--- src/sv/cfl_pkg.sv ---
`timescale 1ns / 1ps
`default_nettype none
// Package for the CFL time-step reduction block.
// Holds the sequencer state type, register indexes and format constants; no dependencies.
package cfl_pkg;

    localparam int unsigned QW      = 32;
    localparam int unsigned CFG_IW  = 3;
    localparam logic [QW-1:0] Q_ONES = '1;

    // Step counts of the shared shift-subtract unit.
    localparam logic [6:0] SQRT_STEPS  = 7'd32;
    localparam logic [6:0] SPEED_STEPS = 7'd48;
    localparam logic [6:0] STEP_STEPS  = 7'd64;

    localparam logic [CFG_IW-1:0] REG_COURANT = 3'd0;
    localparam logic [CFG_IW-1:0] REG_CELL    = 3'd1;
    localparam logic [CFG_IW-1:0] REG_DRY     = 3'd2;
    localparam logic [CFG_IW-1:0] REG_GRAVITY = 3'd3;
    localparam logic [CFG_IW-1:0] REG_TTO     = 3'd4;

    typedef enum logic [6:0] {
        S_IDLE = 7'b0000001,
        S_MUL  = 7'b0000010,
        S_SQRT = 7'b0000100,
        S_DIVF = 7'b0001000,
        S_PREP = 7'b0010000,
        S_DIVS = 7'b0100000,
        S_DONE = 7'b1000000
    } state_t;

endpackage
`default_nettype wire

--- src/sv/cfl_time_step_reduction_top.sv ---
`timescale 1ns / 1ps
`default_nettype none
// CFL time-step reduction top level around one shared shift-subtract unit; depends on cfl_pkg.
// Sequence: a dry cell goes from the input transfer straight to the output register; a wet cell
// runs a multiply, 32 root steps, 48 speed steps, a prepare, 64 step-division steps and the output.
// Throughput: one cell at a time; the input is ready again once the result register loads, so a
// result held by a stalled receiver keeps the next cell waiting.
// Reset (rst_n, asynchronous, active low) restores register defaults and resets both sweep accumulators.
module cfl_time_step_reduction_top (
    input  wire logic        clk,
    input  wire logic        rst_n,
    // configuration write channel
    input  wire logic        cfg_valid,
    output logic             cfg_ready,
    input  wire logic [2:0]  cfg_index,
    input  wire logic [31:0] cfg_data,
    // input channel
    input  wire logic        in_valid,
    output logic             in_ready,
    input  wire logic [31:0] depth,
    input  wire logic signed [31:0] flow_x,
    input  wire logic signed [31:0] flow_y,
    input  wire logic        last_cell,
    // output channel
    output logic             out_valid,
    input  wire logic        out_ready,
    output logic             cell_dry,
    output logic             sweep_done,
    output logic [31:0]      stable_step,
    output logic [31:0]      max_wet_depth
);

    // Configuration registers. Writes are accepted in every cycle.
    logic [31:0] courant_reg, cell_reg, dry_reg, gravity_reg, tto_reg;

    assign cfg_ready = 1'b1;

    always_ff @(posedge clk or negedge rst_n)
    begin
        if (!rst_n)
        begin
            courant_reg <= 32'd65536;
            cell_reg    <= 32'd65536;
            dry_reg     <= 32'd0;
            gravity_reg <= 32'd642908;
            tto_reg     <= cfl_pkg::Q_ONES;
        end
        else if (cfg_valid)
        begin
            unique case (cfg_index)
                cfl_pkg::REG_COURANT: courant_reg <= cfg_data;
                cfl_pkg::REG_CELL:    cell_reg    <= cfg_data;
                cfl_pkg::REG_DRY:     dry_reg     <= cfg_data;
                cfl_pkg::REG_GRAVITY: gravity_reg <= cfg_data;
                cfl_pkg::REG_TTO:     tto_reg     <= cfg_data;
                default: ;
            endcase
        end
    end

    // Sequencer and shared datapath registers.
    cfl_pkg::state_t state_reg, state_next;
    logic [31:0] depth_reg;     // depth of the cell in work
    logic [31:0] mag_reg;       // larger of the two discharge magnitudes
    logic        last_reg;
    logic        dry_cell_reg;  // dry flag of the cell in work
    logic [63:0] dvd_reg;       // dividend or radicand, consumed from the top
    logic [34:0] rem_reg;       // partial remainder
    logic [31:0] q_reg;         // quotient or root under construction
    logic        ovf_reg;       // quotient went past 32 bits
    logic [32:0] den_reg;       // divisor
    logic [31:0] wave_reg;      // wave speed sqrt(g*h)
    logic [31:0] step_reg;      // step of this cell, all ones for a dry cell
    logic [6:0]  cnt_reg;
    logic [31:0] min_step_reg, max_depth_reg;
    logic        out_valid_reg;

    // Input magnitudes. Negating 0x80000000 gives 0x80000000, the right magnitude.
    logic [31:0] mag_x, mag_y;
    assign mag_x = flow_x[31] ? (~flow_x + 32'd1) : flow_x;
    assign mag_y = flow_y[31] ? (~flow_y + 32'd1) : flow_y;

    // The single multiplier: gravity*depth for the wave speed, then courant*cell_size.
    logic [31:0] mul_a, mul_b;
    logic [63:0] mul_p;
    assign mul_a = (state_reg == cfl_pkg::S_MUL) ? gravity_reg : courant_reg;
    assign mul_b = (state_reg == cfl_pkg::S_MUL) ? depth_reg   : cell_reg;
    assign mul_p = {32'd0, mul_a} * {32'd0, mul_b};

    // Shared shift-subtract step. Square root brings in two radicand bits per step and
    // tries 4*root+1; division brings in one dividend bit and tries the divisor.
    logic        sqrt_mode;
    logic [34:0] shifted, trial, diff;
    logic        ge;
    logic [34:0] rem_step;
    logic [31:0] q_step;
    logic [63:0] dvd_step;

    assign sqrt_mode = (state_reg == cfl_pkg::S_SQRT);
    assign shifted   = sqrt_mode ? {rem_reg[32:0], dvd_reg[63:62]} : {rem_reg[33:0], dvd_reg[63]};
    assign trial     = sqrt_mode ? {1'b0, q_reg, 2'b01} : {2'b00, den_reg};
    assign ge        = (shifted >= trial);
    assign diff      = shifted - trial;
    assign rem_step  = ge ? diff : shifted;
    assign q_step    = {q_reg[30:0], ge};
    assign dvd_step  = sqrt_mode ? {dvd_reg[61:0], 2'b00} : {dvd_reg[62:0], 1'b0};

    // Speed after saturation and the one-LSB floor.
    logic [31:0] speed_sat;
    assign speed_sat = ovf_reg ? cfl_pkg::Q_ONES : ((q_reg == 32'd0) ? 32'd1 : q_reg);

    // Step of the cell from the last step-division cycle, saturated.
    logic [31:0] step_sat;
    assign step_sat = (ovf_reg || q_reg[31]) ? cfl_pkg::Q_ONES : q_step;

    // Accumulators including the current cell, used when the result is formed.
    logic [31:0] min_with_cell, max_with_cell, capped;
    assign min_with_cell = (step_reg < min_step_reg) ? step_reg : min_step_reg;
    assign max_with_cell = (!dry_cell_reg && depth_reg > max_depth_reg) ? depth_reg
                                                                        : max_depth_reg;
    assign capped        = (min_with_cell < tto_reg) ? min_with_cell : tto_reg;

    logic out_free;
    assign out_free  = !out_valid_reg || out_ready;
    assign in_ready  = (state_reg == cfl_pkg::S_IDLE);
    assign out_valid = out_valid_reg;

    always_comb
    begin
        state_next = state_reg;
        unique case (state_reg)
            cfl_pkg::S_IDLE: if (in_valid) state_next = (depth <= dry_reg) ?
                                                         cfl_pkg::S_DONE : cfl_pkg::S_MUL;
            cfl_pkg::S_MUL:  state_next = cfl_pkg::S_SQRT;
            cfl_pkg::S_SQRT: if (cnt_reg == 7'd1) state_next = cfl_pkg::S_DIVF;
            cfl_pkg::S_DIVF: if (cnt_reg == 7'd1) state_next = cfl_pkg::S_PREP;
            cfl_pkg::S_PREP: state_next = cfl_pkg::S_DIVS;
            cfl_pkg::S_DIVS: if (cnt_reg == 7'd1) state_next = cfl_pkg::S_DONE;
            cfl_pkg::S_DONE: if (out_free) state_next = cfl_pkg::S_IDLE;
            default:         state_next = cfl_pkg::S_IDLE;
        endcase
    end

    always_ff @(posedge clk or negedge rst_n)
    begin
        if (!rst_n)
        begin
            state_reg     <= cfl_pkg::S_IDLE;
            cnt_reg       <= 7'd0;
            min_step_reg  <= cfl_pkg::Q_ONES;
            max_depth_reg <= 32'd0;
            out_valid_reg <= 1'b0;
        end
        else
        begin
            state_reg <= state_next;
            if (state_reg == cfl_pkg::S_DONE && out_free)
            begin
                out_valid_reg <= 1'b1;
            end
            else if (out_ready)
            begin
                out_valid_reg <= 1'b0;
            end
            unique case (state_reg)
                cfl_pkg::S_MUL:  cnt_reg <= cfl_pkg::SQRT_STEPS;
                cfl_pkg::S_SQRT: cnt_reg <= (cnt_reg == 7'd1) ? cfl_pkg::SPEED_STEPS
                                                              : cnt_reg - 7'd1;
                cfl_pkg::S_DIVF: cnt_reg <= cnt_reg - 7'd1;
                cfl_pkg::S_PREP: cnt_reg <= cfl_pkg::STEP_STEPS;
                cfl_pkg::S_DIVS: cnt_reg <= cnt_reg - 7'd1;
                cfl_pkg::S_DONE:
                begin
                    if (out_free)
                    begin
                        if (last_reg)
                        begin
                            min_step_reg  <= cfl_pkg::Q_ONES;
                            max_depth_reg <= 32'd0;
                        end
                        else
                        begin
                            min_step_reg  <= min_with_cell;
                            max_depth_reg <= max_with_cell;
                        end
                    end
                end
                default: ;
            endcase
        end
    end

    // Datapath registers, no reset needed.
    always_ff @(posedge clk)
    begin
        unique case (state_reg)
            cfl_pkg::S_IDLE:
            begin
                if (in_valid)
                begin
                    depth_reg    <= depth;
                    mag_reg      <= (mag_x > mag_y) ? mag_x : mag_y;
                    last_reg     <= last_cell;
                    dry_cell_reg <= (depth <= dry_reg);
                    step_reg     <= cfl_pkg::Q_ONES;
                end
            end
            cfl_pkg::S_MUL:
            begin
                dvd_reg <= mul_p;
                rem_reg <= 35'd0;
                q_reg   <= 32'd0;
                ovf_reg <= 1'b0;
            end
            cfl_pkg::S_SQRT:
            begin
                if (cnt_reg == 7'd1)
                begin
                    // Root complete: set up |flow| << 16 divided by depth.
                    wave_reg <= q_step;
                    dvd_reg  <= {mag_reg, 32'd0};
                    den_reg  <= {1'b0, depth_reg};
                    rem_reg  <= 35'd0;
                    q_reg    <= 32'd0;
                    ovf_reg  <= 1'b0;
                end
                else
                begin
                    rem_reg <= rem_step;
                    q_reg   <= q_step;
                    dvd_reg <= dvd_step;
                end
            end
            cfl_pkg::S_DIVF:
            begin
                rem_reg <= rem_step;
                q_reg   <= q_step;
                dvd_reg <= dvd_step;
                ovf_reg <= ovf_reg | q_reg[31];
            end
            cfl_pkg::S_DIVS:
            begin
                rem_reg <= rem_step;
                q_reg   <= q_step;
                dvd_reg <= dvd_step;
                ovf_reg <= ovf_reg | q_reg[31];
                // The last division cycle hands the finished step to DONE.
                if (cnt_reg == 7'd1)
                begin
                    step_reg <= step_sat;
                end
            end
            cfl_pkg::S_PREP:
            begin
                // The larger speed gives the smaller step, so one division covers both.
                den_reg <= {1'b0, speed_sat} + {1'b0, wave_reg};
                dvd_reg <= mul_p;
                rem_reg <= 35'd0;
                q_reg   <= 32'd0;
                ovf_reg <= 1'b0;
            end
            cfl_pkg::S_DONE:
            begin
                if (out_free)
                begin
                    cell_dry      <= dry_cell_reg;
                    sweep_done    <= last_reg;
                    stable_step   <= last_reg ? capped : 32'd0;
                    max_wet_depth <= last_reg ? max_with_cell : 32'd0;
                end
            end
            default: ;
        endcase
    end

    // Assertions.
    a_state_onehot: assert property (@(posedge clk) disable iff (!rst_n) $onehot(state_reg))
        else $error("sequencer state not one-hot");
    a_den_nonzero: assert property (@(posedge clk) disable iff (!rst_n)
        (state_reg == cfl_pkg::S_DIVS) |-> (den_reg != 33'd0))
        else $error("zero divisor in step division");
    a_partial_zero: assert property (@(posedge clk) disable iff (!rst_n)
        (out_valid_reg && !sweep_done) |-> (stable_step == 32'd0 && max_wet_depth == 32'd0))
        else $error("non-final result carries sweep data");

endmodule
`default_nettype wire

--- config.mk ---
export PLATFORM = sky130hd
export DESIGN_NAME = cfl_time_step_reduction_top
export DESIGN_NICKNAME = d
export VERILOG_FILES = /design/src/sv/cfl_pkg.sv /design/src/sv/cfl_time_step_reduction_top.sv
export SDC_FILE = /design/constraint.sdc
export NUM_CORES = 2
export LEC_CHECK = 0
export BUFFER_PORTS_ARGS = -buffer_cell sky130_fd_sc_hd__buf_4
export CELL_PAD_IN_SITES_DETAIL_PLACEMENT = 1
export CELL_PAD_IN_SITES_GLOBAL_PLACEMENT = 2
export CORE_ASPECT_RATIO = 0.9
export CORE_MARGIN = 10
export CORE_UTILIZATION = 46
export DETAILED_ROUTE_END_ITERATION = 10
export MAX_ROUTING_LAYER = met4
export PLACE_DENSITY_LB_ADDON = 0.05
export RECOVER_POWER = 100
export SYNTH_ARGS = -nofsm -noshare
export SYNTH_HDL_FRONTEND = slang
export SYNTH_SLANG_ARGS = --single-unit
--- constraint.sdc ---
create_clock -name clk -period 22.7 [get_ports clk]
set_input_delay 1.135 -clock clk [delete_from_list [all_inputs] [get_ports clk]]
set_output_delay 1.135 -clock clk [all_outputs]
set_load 0.01 [all_outputs]
==> metrics.md <==
| Metric | Value |
|---|---|
| Post-route DRC | 0 |
| Startpoint types | register |
| Synth cell types | 84 |
| Die Y | 381 µm |
| CTS buffer count | 70 |
| All-Layer GR Usage | 31.7% |
| Worst Skew | 67.8 ps |
| Vias per cell | 5.76 |
| Dpl hpwl | 195 mm |
| Most numerous cell on the critical path | fa_1 |
| Commonest non-fill, non-tap cells in the layout | 1040 x inv_1, 898 x fa_1, 881 x nand2_1 |
| Core area | 144000 µm² |
| WP data arrival | 12770 ps |
| Syn Inst Count | 6881 |
| Clk sink count | 599 |
| PortBufs | 204 |
| CTS root buf | clkbuf_16 |
| Hold Vio Cnt, Final | 0 |
| Synth async-reset ratio | 39.9% |
| Largest net degree at the start of global routing | 119 |
| Crit path max fanout | 109 |
| Top cells by area, synth | fa_1 27%, edfxtp_1 16%, ha_1 9.2% |
| Tmin final | 12390 ps |
| Setup_tns | 0 ps |
| EDFF count, synth | 360 |
| Die width | 421 µm |
| Top cell type's share of synthesized area | 27.0% |
| Layout Area Growth over Synthesis | 8.59% |
| Violated checks | max-capacitance violations, max-slew violations |
| CTS tree | yes |
| Synth area leader | fa_1 |
| Syn_area_per_cell | 9.68 µm² |
| Crit Path Category | reg -> reg |
| Clk pin slew, worst setup/hold paths | 60 ps |
| Initial drt markers | 3938 |
| First-pass GRT wire length | 371 mm |
| Post-CTS sizing | 0 |
| Share of layout cells above drive strength 1 | 9.52% |
| Routed WL | 249 mm |
| Outcome | finished, violations left |
| Worst Setup End Kind | register |
| Worst Path Buf+Inv | 6 |
| CTS Hold Buffers Added | 0 |
| Final net count | 8476 |
| Fillers | 16100 |
| Initial DRT Pass Iterations | 5 |
| Synth Register Bits | 599 |
| Routability cong. | 0.969 |
| Pins Over Slew Limit | 1224 |
| Max Freq | 80.7 MHz |
| Post-synthesis sequential area ratio | 25.4% |
| Initial antenna violation count | 12 |
| Finish-stage setup viols | 0 |
| Detailed-route via count | 51500 |
| Hold Crit Class | reg -> reg |
| Worst Path Required | 23080 ps |
| Row count | 132 |
| Syn. warnings | 0 |
| Avg WL per Cell | 27.8 µm |
| CP peak stage delay | 1250 ps |
| Worst-Skew Late Latency | 690 ps |
| Max FFs per register | 64 |
| RSZ-0062 raised after global routing | false |
| Number of global-route vias before repair | 55100 |
| Relative slew margins | -311% |
| Period utilisation layout | 54.6% |
| DRT antenna net count | 0 |
| Congestion Overflow GR | 0 |
| Mapped Area | 66600 µm² |
| Clock buffer depth | 3 |
| Actual slew at the worst max-slew pin | 6160 ps |
| Die area | 160000 µm² |
| Post-Syn Nets | 8407 |
| Commonest non-fill, non-tap cell in the layout | inv_1 |
| Starting density of the core | 46.3% |
| Setup Buffers After CTS | 0 |
| Delay-heaviest family, CP | adder cells |
| Htree depth | 3 |
| Max-Cap Viols | 28 |
| I/O Pins | 206 |
| Top_reg_cell synth | edfxtp_1 |
| Critical-path cell with the highest stage delay | nor2_1 |
layer usage:
metal,track usage [%],vias to the layer above,part of all wire (%)
li1,-,22500,-
met1,44.5,26900,45
met2,44.4,1881,42
met3,9.91,313,11
met4,7.46,0,2.8
met5,-,-,0
final cells by class:
cell class	count	area [µm²]	area share, %
Multi-Input combinational cell	4926	44900	62.0
Antenna cell	2	5.00	0.00692
Tap cell	1943	2430	3.36
Clock inverter	36	455	0.630
Clock buffer	92	1870	2.59
Timing Repair Buffer	310	1880	2.59
Sequential cell	599	16900	23.4
Inverter	1043	3920	5.42
final timing paths:
kind | start | endpoint | slack, ps | depth (start not counted)
max | state_reg[2] | dvd_reg[59] | 10310 | 30
max reg2reg | state_reg[2] | dvd_reg[59] | 10310 | 30
max in group asynchronous | rst_n | gravity_reg[25] | 10830 | 3
min reg2reg | cell_reg[24] | cell_reg[24] | 510 | 1
min | cell_reg[24] | cell_reg[24] | 510 | 1
min in group asynchronous | rst_n | dry_reg[10] | 2840 | 1
through the flow:
step	utilization (%)	cells	hold WS [ps]	cell area [µm²]	setup slack, ps
after floorplan	-	6881	427	66600	13720
after global placement	49.1	8821	485	70600	11900
after detailed placement	49.1	8821	496	70600	11740
after CTS	50.7	8949	508	72900	11680
after global routing	50.3	8949	530	72300	9080
final	50.3	8951	510	72300	10310
kinds of logic after synthesis:
family / count (synthesis) / share of synthesized area, %
fa+ha+maj: 1389 / 36.2
other cells: 1 / 0.00563
mux: 439 / 6.96
compound gates: 875 / 8.33
xor+xnor: 167 / 2.20
buf+inv: 1356 / 7.74
flops: 599 / 25.4
simple gates: 2055 / 13.2
cells in the mapped netlist, drive strengths merged (42+ instances only):
library cell  number
ha               491
fa               898
edfxtp           360
nand3             48
nand4             66
xor2             101
and2              45
dfstp             79
nor2             743
dfrtp            160
a21oi            236
xnor2             66
mux2i            246
buf               42
or3               45
nand2            881
a21o             102
mux2             193
inv             1043
o21ai            243
clkbuf           271
worst register-to-register path: cells and delay by family, from the launching register on:
kind                       cells  cell delay, ps
AOI/OAI and AO/OA              8            2440
DFF                            1             420
buffers and inverters          6            2170
and+or+nand+nor                5            2220
adders and majority gates      9            3960
muxes                          2             890
Power is not shown: default switching activity piles up to over one toggle a cycle in this logic, so the estimate is an artifact.
